**config.mk**
```make
export PLATFORM = sky130hd
export DESIGN_NAME = lightmap_style_combine_normalize
export DESIGN_NICKNAME = d
export VERILOG_FILES = /design/src/rtl/lscn_pkg.sv /design/src/rtl/lscn_mul.sv /design/src/rtl/lscn_div.sv /design/src/rtl/lightmap_style_combine_normalize.sv
export SDC_FILE = /design/constraint.sdc
export NUM_CORES = 1
export LEC_CHECK = 0
export BUFFER_PORTS_ARGS = -buffer_cell sky130_fd_sc_hd__buf_2
export CAP_MARGIN = 30
export CELL_PAD_IN_SITES_DETAIL_PLACEMENT = 1
export CELL_PAD_IN_SITES_GLOBAL_PLACEMENT = 1
export CORE_ASPECT_RATIO = 0.7
export CORE_MARGIN = 2
export CORE_UTILIZATION = 25
export DETAILED_ROUTE_END_ITERATION = 10
export PLACE_DENSITY_LB_ADDON = 0.1
export SLEW_MARGIN = 20
export SYNTH_ARGS = -nofsm -noshare
export SYNTH_HDL_FRONTEND = slang
export SYNTH_SLANG_ARGS = --single-unit
```
**constraint.sdc**
```tcl
create_clock -name i_clk -period 6.8 [get_ports i_clk]
set_input_delay 0.68 -clock i_clk [delete_from_list [all_inputs] [get_ports i_clk]]
set_output_delay 0.68 -clock i_clk [all_outputs]
set_load 0.05 [all_outputs]
```
**src/rtl/lscn_pkg.sv**
```systemverilog
// ----------------------------------------------------------------------------
// lscn_pkg
// Shared types and constants for the lightmap style combine/normalize block.
// ----------------------------------------------------------------------------
package lscn_pkg;

    localparam int STYLE_SLOTS = 4;
    localparam int GAIN_REGS   = 4;

    localparam int SAMPLE_W = 8;
    localparam int GAIN_W   = 16;
    localparam int SUM_W    = 16;
    localparam int PROD_W   = SAMPLE_W + GAIN_W;
    localparam int QUOT_W   = 8;
    localparam int CFG_IDX_W  = 3;
    localparam int CFG_DATA_W = 48;

    localparam logic [SAMPLE_W-1:0] LEVEL_MAX = 8'd255;
    localparam logic [SAMPLE_W-1:0] GREY_FULL = 8'd128;
    localparam logic [SAMPLE_W-1:0] GREY_SURF = 8'd64;
    localparam logic [SAMPLE_W-1:0] GREY_NONE = 8'd0;
    localparam logic [SUM_W-1:0]    SUM_MAX   = 16'hFFFF;

    // configuration register indexes
    localparam logic [CFG_IDX_W-1:0] CFG_FILL_MODE = 3'd0;
    localparam logic [CFG_IDX_W-1:0] CFG_GAIN_0    = 3'd1;
    localparam logic [CFG_IDX_W-1:0] CFG_GAIN_1    = 3'd2;
    localparam logic [CFG_IDX_W-1:0] CFG_GAIN_2    = 3'd3;
    localparam logic [CFG_IDX_W-1:0] CFG_GAIN_3    = 3'd4;

    typedef enum logic [1:0] {
        FILL_COMBINE = 2'd0,
        FILL_FULL    = 2'd1,
        FILL_SURF    = 2'd2,
        FILL_NONE    = 2'd3
    } t_fill_mode;

    typedef enum logic [2:0] {
        S_IDLE,
        S_MUL,
        S_ACC,
        S_FIN,
        S_NMUL,
        S_DIV,
        S_DWAIT,
        S_OUT
    } t_state;

endpackage

```
**src/rtl/lscn_mul.sv**
```systemverilog
// ----------------------------------------------------------------------------
// lscn_mul
// Shared 8 x 16 unsigned multiplier with a registered product.
// ----------------------------------------------------------------------------
module lscn_mul (
    input  logic                              i_clk,
    input  logic [lscn_pkg::SAMPLE_W-1:0]     i_a,
    input  logic [lscn_pkg::GAIN_W-1:0]       i_b,
    output logic [lscn_pkg::PROD_W-1:0]       o_prod
);

    logic [lscn_pkg::PROD_W-1:0] r_prod;

    always_ff @(posedge i_clk) begin
        r_prod <= lscn_pkg::PROD_W'(i_a) * lscn_pkg::PROD_W'(i_b);
    end

    assign o_prod = r_prod;

endmodule

```
**src/rtl/lscn_div.sv**
```systemverilog
// ----------------------------------------------------------------------------
// lscn_div
// Restoring divider, one quotient bit per cycle, eight bit quotient.
// The caller guarantees the quotient fits in eight bits.
// ----------------------------------------------------------------------------
module lscn_div (
    input  logic                              i_clk,
    input  logic                              i_rst_n,
    input  logic                              i_start,
    input  logic [lscn_pkg::PROD_W-1:0]       i_num,
    input  logic [lscn_pkg::SUM_W-1:0]        i_den,
    output logic                              o_done,
    output logic [lscn_pkg::QUOT_W-1:0]       o_quot
);

    localparam int DSH_W = lscn_pkg::SUM_W + lscn_pkg::QUOT_W - 1;

    logic                          r_busy;
    logic                          r_done;
    logic [2:0]                    r_cnt;
    logic [lscn_pkg::PROD_W-1:0]   r_rem;
    logic [DSH_W-1:0]              r_dsh;
    logic [lscn_pkg::QUOT_W-1:0]   r_q;
    logic                          w_ge;
    logic [lscn_pkg::PROD_W-1:0]   w_dsh_ext;

    assign w_dsh_ext = lscn_pkg::PROD_W'(r_dsh);
    assign w_ge      = (r_rem >= w_dsh_ext);

    always_ff @(posedge i_clk) begin
        if (!i_rst_n) begin
            r_busy <= 1'b0;
            r_done <= 1'b0;
            r_cnt  <= '0;
        end else if (i_start) begin
            r_busy <= 1'b1;
            r_done <= 1'b0;
            r_cnt  <= '0;
        end else if (r_busy) begin
            r_cnt <= r_cnt + 3'd1;
            if (r_cnt == 3'd7) begin
                r_busy <= 1'b0;
                r_done <= 1'b1;
            end
        end else begin
            r_done <= 1'b0;
        end
    end

    // datapath: divisor starts shifted up by seven and walks down one bit a step
    always_ff @(posedge i_clk) begin
        if (i_start) begin
            r_rem <= i_num;
            r_dsh <= {i_den, 7'd0};
            r_q   <= '0;
        end else if (r_busy) begin
            if (w_ge) begin
                r_rem <= r_rem - w_dsh_ext;
            end
            r_q   <= {r_q[lscn_pkg::QUOT_W-2:0], w_ge};
            r_dsh <= r_dsh >> 1;
        end
    end

    assign o_done = r_done;
    assign o_quot = r_q;

endmodule

```
**src/rtl/lightmap_style_combine_normalize.sv**
```systemverilog
// ----------------------------------------------------------------------------
// lightmap_style_combine_normalize
// Combines per-style lightmap samples into one texel and normalizes it.
// ----------------------------------------------------------------------------
// One beat is taken at a time; the input is not ready until that beat is done.
// A sample in combine mode is accepted and then takes a multiply and a
// saturating add per channel through one shared 8x16 multiplier; in a fill
// mode or for a slot without a gain it is only accepted. A last beat adds a
// finish and an output state, and when the brightest channel exceeds 255 also
// per channel one multiply by 255 on the same multiplier, then a divide in the bit-serial
// divider. The result sits in an output register, so a waiting result only
// stalls the block once the next texel's result is ready to be written.
// ----------------------------------------------------------------------------
module lightmap_style_combine_normalize (
    input  logic                                i_clk,
    input  logic                                i_rst_n,
    // configuration
    input  logic                                i_cfg_we,
    input  logic [lscn_pkg::CFG_IDX_W-1:0]      i_cfg_idx,
    input  logic [lscn_pkg::CFG_DATA_W-1:0]     i_cfg_data,
    // sample stream
    input  logic                                i_s_tvalid,
    output logic                                o_s_tready,
    input  logic [23:0]                         i_s_tdata,  // sample_red, sample_green, sample_blue
    input  logic [1:0]                          i_s_tuser,  // style_slot
    input  logic                                i_s_tlast,  // last_style
    // texel stream
    output logic                                o_m_tvalid,
    input  logic                                i_m_tready,
    output logic [23:0]                         o_m_tdata   // light_red, light_green, light_blue
);

    localparam int SW = lscn_pkg::SAMPLE_W;
    localparam int GW = lscn_pkg::GAIN_W;
    localparam int UW = lscn_pkg::SUM_W;

    lscn_pkg::t_state      r_state, n_state;
    lscn_pkg::t_fill_mode  r_fill;
    logic [1:0]            r_ch, n_ch;

    logic [SW-1:0]         r_samp [0:2];
    logic [1:0]            r_slot;
    logic                  r_last;
    logic [lscn_pkg::CFG_DATA_W-1:0] r_gain [0:lscn_pkg::GAIN_REGS-1];
    logic [UW-1:0]         r_sum  [0:2];
    logic [UW-1:0]         r_max;
    logic [SW-1:0]         r_res  [0:2];
    logic                  r_out_valid;
    logic [23:0]           r_out_data;

    // control strobes
    logic                  w_accept;
    logic                  w_acc_en;
    logic                  w_fin_en;
    logic                  w_div_start;
    logic                  w_out_load;
    logic                  w_use_gain;

    logic [SW-1:0]         w_mul_a;
    logic [GW-1:0]         w_mul_b;
    logic [lscn_pkg::PROD_W-1:0] w_prod;
    logic                  w_div_done;
    logic [lscn_pkg::QUOT_W-1:0] w_quot;

    logic [GW-1:0]         w_gain_ch;
    logic [UW:0]           w_add;
    logic [UW-1:0]         w_sat;
    logic [UW-1:0]         w_max_rg;
    logic [UW-1:0]         w_max;

    assign w_accept   = i_s_tvalid && (r_state == lscn_pkg::S_IDLE);
    assign o_s_tready = (r_state == lscn_pkg::S_IDLE);

    // a sample adds anything only in combine mode and for a slot that has a gain
    assign w_use_gain = (r_fill == lscn_pkg::FILL_COMBINE)
                     && (int'(i_s_tuser) < lscn_pkg::STYLE_SLOTS);

    // ---------------------------------------------------------------- config
    always_ff @(posedge i_clk) begin
        if (!i_rst_n) begin
            r_fill <= lscn_pkg::FILL_COMBINE;
            for (int i = 0; i < lscn_pkg::GAIN_REGS; i++) begin
                r_gain[i] <= '0;
            end
        end else if (i_cfg_we) begin
            case (i_cfg_idx)
                lscn_pkg::CFG_FILL_MODE: r_fill <= lscn_pkg::t_fill_mode'(i_cfg_data[1:0]);
                lscn_pkg::CFG_GAIN_0:    r_gain[0] <= i_cfg_data;
                lscn_pkg::CFG_GAIN_1:    r_gain[1] <= i_cfg_data;
                lscn_pkg::CFG_GAIN_2:    r_gain[2] <= i_cfg_data;
                lscn_pkg::CFG_GAIN_3:    r_gain[3] <= i_cfg_data;
                default: ;
            endcase
        end
    end

    // ---------------------------------------------------------- shared units
    always_comb begin
        case (r_ch)
            2'd0:    w_gain_ch = r_gain[r_slot][15:0];
            2'd1:    w_gain_ch = r_gain[r_slot][31:16];
            default: w_gain_ch = r_gain[r_slot][47:32];
        endcase
    end

    always_comb begin
        if (r_state == lscn_pkg::S_NMUL) begin
            w_mul_a = lscn_pkg::LEVEL_MAX;
            w_mul_b = r_sum[r_ch];
        end else begin
            w_mul_a = r_samp[r_ch];
            w_mul_b = w_gain_ch;
        end
    end

    lscn_mul u_mul (
        .i_clk  (i_clk),
        .i_a    (w_mul_a),
        .i_b    (w_mul_b),
        .o_prod (w_prod)
    );

    lscn_div u_div (
        .i_clk   (i_clk),
        .i_rst_n (i_rst_n),
        .i_start (w_div_start),
        .i_num   (w_prod),
        .i_den   (r_max),
        .o_done  (w_div_done),
        .o_quot  (w_quot)
    );

    // saturating accumulate of the integer part of the product
    assign w_add = {1'b0, r_sum[r_ch]} + {1'b0, w_prod[lscn_pkg::PROD_W-1:8]};
    assign w_sat = w_add[UW] ? lscn_pkg::SUM_MAX : w_add[UW-1:0];

    assign w_max_rg = (r_sum[0] > r_sum[1]) ? r_sum[0] : r_sum[1];
    assign w_max    = (r_sum[2] > w_max_rg) ? r_sum[2] : w_max_rg;

    // ------------------------------------------------------------- sequencer
    always_ff @(posedge i_clk) begin
        if (!i_rst_n) begin
            r_state <= lscn_pkg::S_IDLE;
            r_ch    <= '0;
        end else begin
            r_state <= n_state;
            r_ch    <= n_ch;
        end
    end

    always_comb begin
        n_state     = r_state;
        n_ch        = r_ch;
        w_acc_en    = 1'b0;
        w_fin_en    = 1'b0;
        w_div_start = 1'b0;
        w_out_load  = 1'b0;
        case (r_state)
            lscn_pkg::S_IDLE: begin
                n_ch = '0;
                if (i_s_tvalid) begin
                    if (w_use_gain) begin
                        n_state = lscn_pkg::S_MUL;
                    end else if (i_s_tlast) begin
                        n_state = lscn_pkg::S_FIN;
                    end
                end
            end
            lscn_pkg::S_MUL: begin
                n_state = lscn_pkg::S_ACC;
            end
            lscn_pkg::S_ACC: begin
                w_acc_en = 1'b1;
                if (r_ch == 2'd2) begin
                    n_ch    = '0;
                    n_state = r_last ? lscn_pkg::S_FIN : lscn_pkg::S_IDLE;
                end else begin
                    n_ch    = r_ch + 2'd1;
                    n_state = lscn_pkg::S_MUL;
                end
            end
            lscn_pkg::S_FIN: begin
                w_fin_en = 1'b1;
                n_ch     = '0;
                if (r_fill == lscn_pkg::FILL_COMBINE && w_max > UW'(lscn_pkg::LEVEL_MAX)) begin
                    n_state = lscn_pkg::S_NMUL;
                end else begin
                    n_state = lscn_pkg::S_OUT;
                end
            end
            lscn_pkg::S_NMUL: begin
                n_state = lscn_pkg::S_DIV;
            end
            lscn_pkg::S_DIV: begin
                w_div_start = 1'b1;
                n_state     = lscn_pkg::S_DWAIT;
            end
            lscn_pkg::S_DWAIT: begin
                if (w_div_done) begin
                    if (r_ch == 2'd2) begin
                        n_ch    = '0;
                        n_state = lscn_pkg::S_OUT;
                    end else begin
                        n_ch    = r_ch + 2'd1;
                        n_state = lscn_pkg::S_NMUL;
                    end
                end
            end
            lscn_pkg::S_OUT: begin
                if (!r_out_valid || i_m_tready) begin
                    w_out_load = 1'b1;
                    n_state    = lscn_pkg::S_IDLE;
                end
            end
            default: begin
                n_state = lscn_pkg::S_IDLE;
            end
        endcase
    end

    // --------------------------------------------------------------- datapath
    always_ff @(posedge i_clk) begin
        if (w_accept) begin
            r_samp[0] <= i_s_tdata[7:0];
            r_samp[1] <= i_s_tdata[15:8];
            r_samp[2] <= i_s_tdata[23:16];
            r_slot    <= i_s_tuser;
            r_last    <= i_s_tlast;
        end
    end

    always_ff @(posedge i_clk) begin
        if (!i_rst_n) begin
            for (int i = 0; i < 3; i++) begin
                r_sum[i] <= '0;
            end
        end else if (w_out_load) begin
            for (int i = 0; i < 3; i++) begin
                r_sum[i] <= '0;
            end
        end else if (w_acc_en) begin
            r_sum[r_ch] <= w_sat;
        end
    end

    always_ff @(posedge i_clk) begin
        if (w_fin_en) begin
            r_max <= w_max;
            case (r_fill)
                lscn_pkg::FILL_FULL: begin
                    for (int i = 0; i < 3; i++) r_res[i] <= lscn_pkg::GREY_FULL;
                end
                lscn_pkg::FILL_SURF: begin
                    for (int i = 0; i < 3; i++) r_res[i] <= lscn_pkg::GREY_SURF;
                end
                lscn_pkg::FILL_NONE: begin
                    for (int i = 0; i < 3; i++) r_res[i] <= lscn_pkg::GREY_NONE;
                end
                default: begin
                    // already in range, pass through; overwritten when normalized
                    for (int i = 0; i < 3; i++) r_res[i] <= r_sum[i][SW-1:0];
                end
            endcase
        end else if (r_state == lscn_pkg::S_DWAIT && w_div_done) begin
            r_res[r_ch] <= w_quot;
        end
    end

    // output register
    always_ff @(posedge i_clk) begin
        if (!i_rst_n) begin
            r_out_valid <= 1'b0;
        end else if (w_out_load) begin
            r_out_valid <= 1'b1;
        end else if (i_m_tready) begin
            r_out_valid <= 1'b0;
        end
    end

    always_ff @(posedge i_clk) begin
        if (w_out_load) begin
            r_out_data <= {r_res[2], r_res[1], r_res[0]};
        end
    end

    assign o_m_tvalid = r_out_valid;
    assign o_m_tdata  = r_out_data;

endmodule

```
==> impl_metrics.toml, run 1 <==
[worst_setup_path]
endpoint_kind = "register"
cp.buffers_inverters = 4
critPathTopFamily = "adder cells"
critical_path_class = "reg2reg"
cp.arrival_ns = 6.86
path_cells = "buf_4, mux4_2, mux2i_1, o21ai_0, mux2i_1, buf_4, nor2_1, fa_1, inv_1, fa_1, fa_1, inv_1, fa_1, ha_1, a21o_1, a41o_1, a221o_1, o21ai_1, nand2b_1, a31oi_1, o31ai_1, xor2_1"
critPathLaunchType = "register"
reg2reg_slack_ns = 0.42
cpMaxStageDelayCell = "fa_1"
slowest_delay_ns = 0.55
critPathMostFrequentCell = "fa_1"
r2r_end = "u_mul.o_prod[22]$_DFF_P_"
reg2regPathDepth = 22
path_max_fanout = 15
critPathRequiredTime_ns = 7.29

[placed_design]
hpwl_mm = 57.9
detailed_place.area_sq_um = 27300
gp_congestion = 0.805
pre_cts_ws_ns = 0.0781
portBuffers = 108
dp.cells = 3517

[cells_and_area]
drive_gt1_frac = 0.161
nets = 2541
num_antenna_cells = 0
post-route-util = 0.295
final_area_sq_um = 29000
fin_cells = 3618
syn2layout_area_growth_pct = 16.7

[yosys]
synth_common_cells = "edfxtp_1 (387), nor2_1 (247), and2_1 (204)"
synthArstFlopShare = 0
synth_top_area_share = 0.468
ys_types = 72
yosys_warnings = 0
synth_top_flop_cell = "edfxtp_1"
synth-seq-cells = 443
syn_inst = 2114
synth.largest_area_cell = "edfxtp_1"
yosysMostFrequentCell = "edfxtp_1"
yosysSeqAreaShare = 0.513
syn_avg_cell_area_sq_um = 11.8
synth_edf_count = 387
synthTopCellsByArea = "edfxtp_1 (47%), fa_1 (6.9%), ha_1 (5.9%), mux4_2 (5.8%), and2_1 (5.1%)"
synth_fp_nets = 2400
synth_area_sq_um = 24800

[floorplan]
die_y_microns = 268
io_pins = 109
die_x_microns = 381
start_util = 0.253
core_area_sq_um = 98300
die_area_sq_um = 102000
num_rows = 96

[clock_tree]
cts_tree = "built"
clk_pin_slew_ns = 0.06
ctsHtreeMaxLevel = 2
cts_buffer_depth = 3
clkSinkCount = 443
postCtsHoldBufs = 0
clock_latency_ns = 0.62
cts_root_buf = "clkbuf_16"
cts_buffers = 51

[route]
remaining_drc_errors = 0
wl_per_cell_microns = 21.9
ant_nets = 0
dr_total_vias = 16491
drtPass1Iterations = 5
wl_mm = 79.3
viasPerCell = 4.56
drt_iter0_markers = 1075

[sta]
fmaxAchievable_ghz = 0.157
fin_ws_ns = 0.423
period_needed_ns = 6.38
hold_violations = 0
fin_crit_sh = 0.938
slew_viol_final = 0
worstMarginPinSlew_ns = 0.981
relSlewSlack = 0.344
finClkSkew_ns = 0.0252
fin_tns_setup_ns = 0
rsz0062_at_grt = "false"
final.hold.worst_slack_ns = 0.245
setup_viol = 0

[global_route]
grt_use_total = 0.156
antenna_found_initial = 5
overflow = 0
grt_max_degree = 49
grt_pass1_wl_mm = 119
grt_pass1_vias = 17803

[worst_hold_path]
hold_end = "r_samp[0][1]$_DFFE_PP_"
hp-start = "i_s_tdata[1]"
hp-class = "in2reg"
min_path_cells = 1

[pwr]
ir_drop_mv = 0.426
power_mw = 11.5
power.density_nw_per_um2 = 397
p_leak_nw = 11.2

[outcome]
run_status = "finished, final reports clean"

[job]
maxCapViolCount = 0
==> layer usage <==
metal  track usage  wire, microns  vias up
li1              -              -     7723
met1         0.237          41800     8449
met4        0.0320           1350        0
met2         0.235          33600      247
met5             0              0        -
met3        0.0216           2670       72
==> kinds of logic after synthesis <==
group	Yosys count	synth area share
AO/OA/AOI/OAI	289	0.0734
XOR/XNOR	49	0.0173
adder cells (fa/ha/maj)	203	0.128
buffers and inverters	240	0.0373
flip-flops	443	0.513
multiplexers	120	0.0811
AND/OR/NAND/NOR	770	0.150
==> layout make-up <==
| class | instances | area (sq um) |
|---|---|---|
| timing repair buffer | 177 | 1150 |
| clock inverter | 27 | 243 |
| inverter | 151 | 567 |
| multi-input combinational | 1431 | 11300 |
| fill | 10836 | 69300 |
| clock buffer | 66 | 1360 |
| sequential | 443 | 12800 |
| tap | 1323 | 1660 |
==> flip-flops by register name (all words and copies together), names as in the netlist, named ones only <==
name,flops
r_ch,2
u_div.o_quot,8
r_last,1
u_mul.o_prod,24
r_gain,192
o_m_tvalid,1
r_samp,24
r_sum,64
r_max,16
r_res,24
u_div.r_busy,1
r_slot,2
r_fill,2
u_div.r_cnt,3
o_m_tdata,24
r_state,3
u_div.r_rem,24
u_div.o_done,1
u_div.r_dsh,23
==> where the power goes <==
| part | internal, mW | switching [mW] | total, mW |
|---|---|---|---|
| Clock | 1.53 | 1.20 | 2.73 |
| Sequential | 3.27 | 0.179 | 3.45 |
| Combinational | 2.10 | 3.23 | 5.33 |
| Total | 6.90 | 4.61 | 11.5 |
==> cells in the final DEF (no fill, tap or decap), types with 18 or more instances in the layout <==
cell,instances
nand2_1,175
buf_2,111
inv_1,150
nand3_1,29
fa_1,86
mux4_2,64
a21oi_1,101
nor2_1,243
buf_4,56
ha_1,117
xnor2_1,31
nand2b_1,20
clkbuf_16,52
dfxtp_1,51
nor2b_1,24
edfxtp_1,387
xor2_1,18
mux2i_1,44
o21ai_0,66
a22o_1,19
and2_1,203
==> worst max path at each step <==
stage	end	start	cells past startpoint	slack, ns
finish	u_mul.o_prod[22]$_DFF_P_	register	22	0.42
global placement	u_mul.o_prod[22]$_DFF_P_	register	22	0.10
detailed placement	u_mul.o_prod[22]$_DFF_P_	register	22	0.08
CTS	u_mul.o_prod[22]$_DFF_P_	register	22	0.09
floorplan	u_mul.o_prod[22]$_DFF_P_	register	22	0.86
global route	u_mul.o_prod[23]$_DFF_P_	register	21	0.1
==> timing repair <==
item,CTS,global route
gates resized for setup,0,3
buffers inserted,0,4
setup endpoints to repair,0,6
Note: power is estimated with default switching activity, not from simulation.
==> run 2, diff against run 1 <==
Clock period 6.8 ns to 7.4 ns, I/O delays scaled along.
==> run 2 against run 1 <==
Net effect:
- non-clock buffer count fell by 7
- sequential share of layout area fell by 0.069 points
- setup slack improved by 0.074 ns
- final area rose by 0.14%
- die area did not move
- routed wire length rose by 0.81%
- combinational power fell by 7.9%
==> impl_metrics.toml, run 2 (synthesis gave the netlist of run 1 again) <==
[clock_tree]
cts_resized = 0
cts_buffers = 52
cts_buffer_depth = 3
clk_pin_slew_ns = 0.06
postCtsHoldBufs = 0
clock_latency_ns = 0.62
clkSinkCount = 443
cts_root_buf = "clkbuf_16"
post-cts-setup-buffers = 0
cts_tree = "built"
ctsHtreeMaxLevel = 2

[cells_and_area]
top_regs = "r_gain (192), r_sum (64)"
layout_commonest_cell = "edfxtp_1"
fillers = 10867
drive_gt1_frac = 0.159
syn2layout_area_growth_pct = 16.8
fin_cells = 3611
nets = 2535
top_register = "r_gain"
final_area_sq_um = 29000
largest_reg_flops = 192
layout_common_cells = "edfxtp_1 (387), nor2_1 (243), and2_1 (203)"

[placed_design]
hpwl_mm = 58.3
detailed_place.area_sq_um = 27200
portBuffers = 108
dp.cells = 3513
gp_congestion = 0.806

[floorplan]
die_x_microns = 381
die_y_microns = 268
io_pins = 109
num_rows = 96
die_area_sq_um = 102000
core_area_sq_um = 98300
start_util = 0.253

[global_route]
overflow = 0
grt_pass1_vias = 17851
grt_max_degree = 49
grt_use_total = 0.158
antenna_found_initial = 4
grt_pass1_wl_mm = 120

[sta]
fin_crit_sh = 0.933
finClkSkew_ns = 0.0207
slew_viol_final = 0
fmaxAchievable_ghz = 0.145
period_needed_ns = 6.90
relSlewSlack = 0.346
setup_viol = 0
worstMarginPinSlew_ns = 0.978
rsz0062_at_grt = "false"
hold_violations = 0
fin_tns_setup_ns = 0

[pwr]
power.density_nw_per_um2 = 372
ir_drop_mv = 0.322
power_mw = 10.8
p_leak_nw = 11.2

[route]
drtPass1Iterations = 5
drt-met1-wl_mm = 41.8
viasPerCell = 4.55
drt_iter0_markers = 895
ant_nets = 0
dr_wl_met3_mm = 3.01
dr_total_vias = 16444
wl_mm = 80.0
met2_length_mm = 34.0
wl_per_cell_microns = 22.1
highest_layer = "met4"
remaining_drc_errors = 0

[worst_setup_path]
critPathLaunchType = "register"
endpoint_kind = "register"
critPathRequiredTime_ns = 7.89
path_max_fanout = 15
cp.arrival_ns = 7.39
critical_path_class = "reg2reg"

[worst_hold_path]
hp-class = "in2reg"

[outcome]
run_status = "finished, final reports clean"

[job]
maxCapViolCount = 0
-- run 2: cell count changes in the layout (fill, tap and decap cells not counted), moves of 2 or more --
cell        previous run  this run
clkbuf_1              13         8
clkinv_2              11         7
buf_4                 56        53
bufinv_16              3         7
dfxtp_2                4         2
dfxtp_1               51        53
buf_12                 6         1
clkinv_4               2         0
inv_6                  1         3
clkinvlp_4             2         4
buf_8                  3         5
diode_2                0         2
-- run 2: worst max-delay path, stage by stage (launching register included) --
cell	delay [ns]
dfxtp_4	0.55
buf_4	0.26
mux4_2	0.53
mux2i_1	0.15
o21ai_0	0.12
mux2i_1	0.33
buf_4	0.26
nor2_1	0.07
fa_1	0.55
inv_1	0.06
fa_1	0.57
fa_1	0.43
fa_1	0.50
inv_1	0.05
ha_1	0.35
a21o_1	0.21
a21o_1	0.18
a41o_1	0.24
a221o_1	0.33
o21ai_1	0.32
nand2b_1	0.16
a31oi_1	0.26
o31ai_1	0.12
xor2_1	0.15
-- run 2: final timing paths --
kind                              start                        to  slack, ns  depth (start not counted)
hold reg to reg   r_res[2][7]$_DFFE_PP_   o_m_tdata[23]$_DFFE_PP_       0.42                          0
setup reg to reg               register  u_mul.o_prod[22]$_DFF_P_       0.50                         23
setup / recovery               register  u_mul.o_prod[22]$_DFF_P_       0.50                         23
hold / removal            i_s_tdata[13]    r_samp[1][5]$_DFFE_PP_       0.30                          1
-- run 2: layout make-up --
class                   count  area (sq um)  area share
flip-flops and latches    443         12700       0.439
multi-input cells        1431         11300       0.388
well taps                1323          1660      0.0570
clock buffers              63          1380      0.0477
repair buffers            170          1050      0.0363
inverters                 151           567      0.0195
clock inverters            28           354      0.0122
diodes                      2          5.00    0.000172
-- run 2: report_power, final --
| part | switching [mW] | leakage [nW] | internal, mW |
|---|---|---|---|
| clock | 1.13 | 0.838 | 1.57 |
| sequential | 0.172 | 4.16 | 3.00 |
| combinational | 2.97 | 6.22 | 1.94 |
| total | 4.27 | 11.2 | 6.52 |
-- run 2: metal layers --
| metal | up-vias | GRT usage |
|---|---|---|
| met5 | - | 0 |
| li1 | 7717 | - |
| met3 | 74 | 0.0227 |
| met1 | 8399 | 0.237 |
| met4 | 0 | 0.0288 |
| met2 | 254 | 0.241 |
-- run 2: metrics by stage --
stage / hold WS (ns) / setup WS [ns] / utilization
global route: 0.255 / 0.0802 / 0.295
CTS: 0.241 / 0.459 / 0.295
finish: 0.297 / 0.497 / 0.295
global placement: 0.406 / 0.468 / 0.276
floorplan: 0.400 / 1.46 / -
detailed placement: 0.406 / 0.514 / 0.277
==> run 3, diff against run 2 <==
Settings changed: CORE_MARGIN 2 to unset.
==> run 3 against run 2 <==
Net effect:
- first-iteration DRC count grew 18%
- register-to-register slack lost 0.03 ns
- sequential power is essentially flat
- core utilization is essentially flat
- final cell count shrank 0.11%
- largest cell class unchanged
==> impl_metrics.toml, run 3 (synthesis gave the netlist of run 1 again) <==
[cells_and_area]
layout_common_cells = "edfxtp_1 (387), nor2_1 (243), and2_1 (203)"
syn2layout_area_growth_pct = 16.8
multi_input_area_sq_um = 11300
drive_gt1_frac = 0.155
post-route-util = 0.295
layout_commonest_cell = "edfxtp_1"
top_register = "r_gain"
seqCellArea_sq_um = 12700
nets = 2528
fillers = 10880
fin_cells = 3607
top_regs = "r_gain (192), r_sum (64)"
final_area_sq_um = 29000
largest_reg_flops = 192

[worst_setup_path]
critical_path_class = "reg2reg"
cp.arrival_ns = 7.42
endpoint_kind = "register"
critPathLaunchType = "register"
slowest_delay_ns = 0.60
critPathMostFrequentCell = "fa_1"
path_cells = "buf_4, mux4_2, nand2_1, o21ai_0, mux2i_1, buf_4, nor2_1, fa_1, inv_1, fa_1, fa_1, fa_1, inv_1, ha_1, a21o_1, a21o_1, a41o_1, a221o_1, o21ai_1, nand2b_1, a31oi_1, o31ai_1, xor2_1"
cpMaxStageDelayCell = "mux4_2"
path_max_fanout = 15
critPathRequiredTime_ns = 7.89

[floorplan]
die_y_microns = 266
die_x_microns = 379
core_area_sq_um = 98300
die_area_sq_um = 101000
start_util = 0.253
num_rows = 96
io_pins = 109

[job]
maxCapViolCount = 0

[sta]
hold_violations = 0
period_needed_ns = 6.93
fin_crit_sh = 0.937
slew_viol_final = 0
fmaxAchievable_ghz = 0.144
fin_tns_setup_ns = 0
worstMarginPinSlew_ns = 0.986
finClkSkew_ns = 0.0285
fin_ws_ns = 0.467
rsz0062_at_grt = "false"
relSlewSlack = 0.341
setup_viol = 0

[route]
drtPass1Iterations = 4
ant_nets = 0
wl_per_cell_microns = 22.2
viasPerCell = 4.57
drt_iter0_markers = 1056
dr_total_vias = 16489
wl_mm = 80.1
remaining_drc_errors = 0

[global_route]
grt_pass1_wl_mm = 119
overflow = 0
grt_use_total = 0.161
grt_pass1_vias = 17849
grt_max_degree = 52
antenna_found_initial = 4

[clock_tree]
cts_buffers = 50
cts_buffer_depth = 3
cts_tree = "built"
clkSinkCount = 443
postCtsHoldBufs = 0
cts_root_buf = "clkbuf_16"
post-cts-setup-buffers = 0
clock_latency_ns = 0.63
cts_resized = 0
clk_pin_slew_ns = 0.06
ctsHtreeMaxLevel = 2

[worst_hold_path]
hp-start = "i_s_tdata[0]"
hp-class = "in2reg"

[placed_design]
detailed_place.area_sq_um = 27200
portBuffers = 108
pre_cts_ws_ns = 0.486
hpwl_mm = 59.4
dp.cells = 3510
gp_congestion = 0.853

[pwr]
p_leak_nw = 11.2
sequentialPowerShare = 0.294
swShare = 0.394
p_int_mw = 6.54
p_sw_mw = 4.25
power.density_nw_per_um2 = 372
ir_drop_mv = 0.365
combPwrFrac = 0.456
clkPwrFrac = 0.249

[outcome]
run_status = "finished, final reports clean"
==> run 3: worst paths after layout <==
check / endpoint / slack (ns) / depth (start not counted)
min: r_samp[0][0]$_DFFE_PP_ / 0.30 / 1
max reg2reg: u_mul.o_prod[22]$_DFF_P_ / 0.47 / 23
min reg2reg: o_m_tdata[4]$_DFFE_PP_ / 0.42 / 0
max: u_mul.o_prod[22]$_DFF_P_ / 0.47 / 23
==> run 3: final cells by class <==
cell class / instances / area share
Multi-Input combinational cell: 1431 / 0.388
Clock inverter: 23 / 0.0109
Inverter: 151 / 0.0195
Timing Repair Buffer: 165 / 0.0359
Clock buffer: 68 / 0.0493
Antenna cell: 3 / 0.000259
Sequential cell: 443 / 0.439
Tap cell: 1323 / 0.0570
==> run 3: critical path, delay by kind of cell, from the launching register on <==
family	cells	cell delay [ns]
flip-flops	1	0.50
AO/OA/AOI/OAI	8	1.81
buffers and inverters	4	0.73
XOR/XNOR	1	0.15
AND/OR/NAND/NOR	3	0.31
multiplexers	2	0.95
adder cells (fa/ha/maj)	5	2.36
==> run 3: per-layer routing <==
metal / GRT usage / up-vias / wire length [microns]
met3: 0.0290 / 65 / 3470
met4: 0.0284 / 0 / 984
li1: - / 7695 / -
met5: 0 / - / 0
met1: 0.240 / 8438 / 41400
met2: 0.243 / 291 / 34300
==> run 3: power by group through the flow <==
stage | sequential (mW) | combinational, mW | clock [mW]
2_1_floorplan | 3.11 | 3.32 | 0
3_3_place_gp | 3.24 | 4.93 | 0
3_5_place_dp | 3.24 | 4.97 | 0
4_1_cts | 3.19 | 5.02 | 2.78
5_1_grt | 3.20 | 5.54 | 2.88
6_report | 3.18 | 4.92 | 2.69
==> run 3: metrics by stage <==
stage / power [mW] / hold slack, ns
floorplan: 6.44 / 0.400
global placement: 8.16 / 0.401
detailed placement: 8.21 / 0.406
CTS: 11.0 / 0.253
global route: 11.6 / 0.263
finish: 10.8 / 0.299
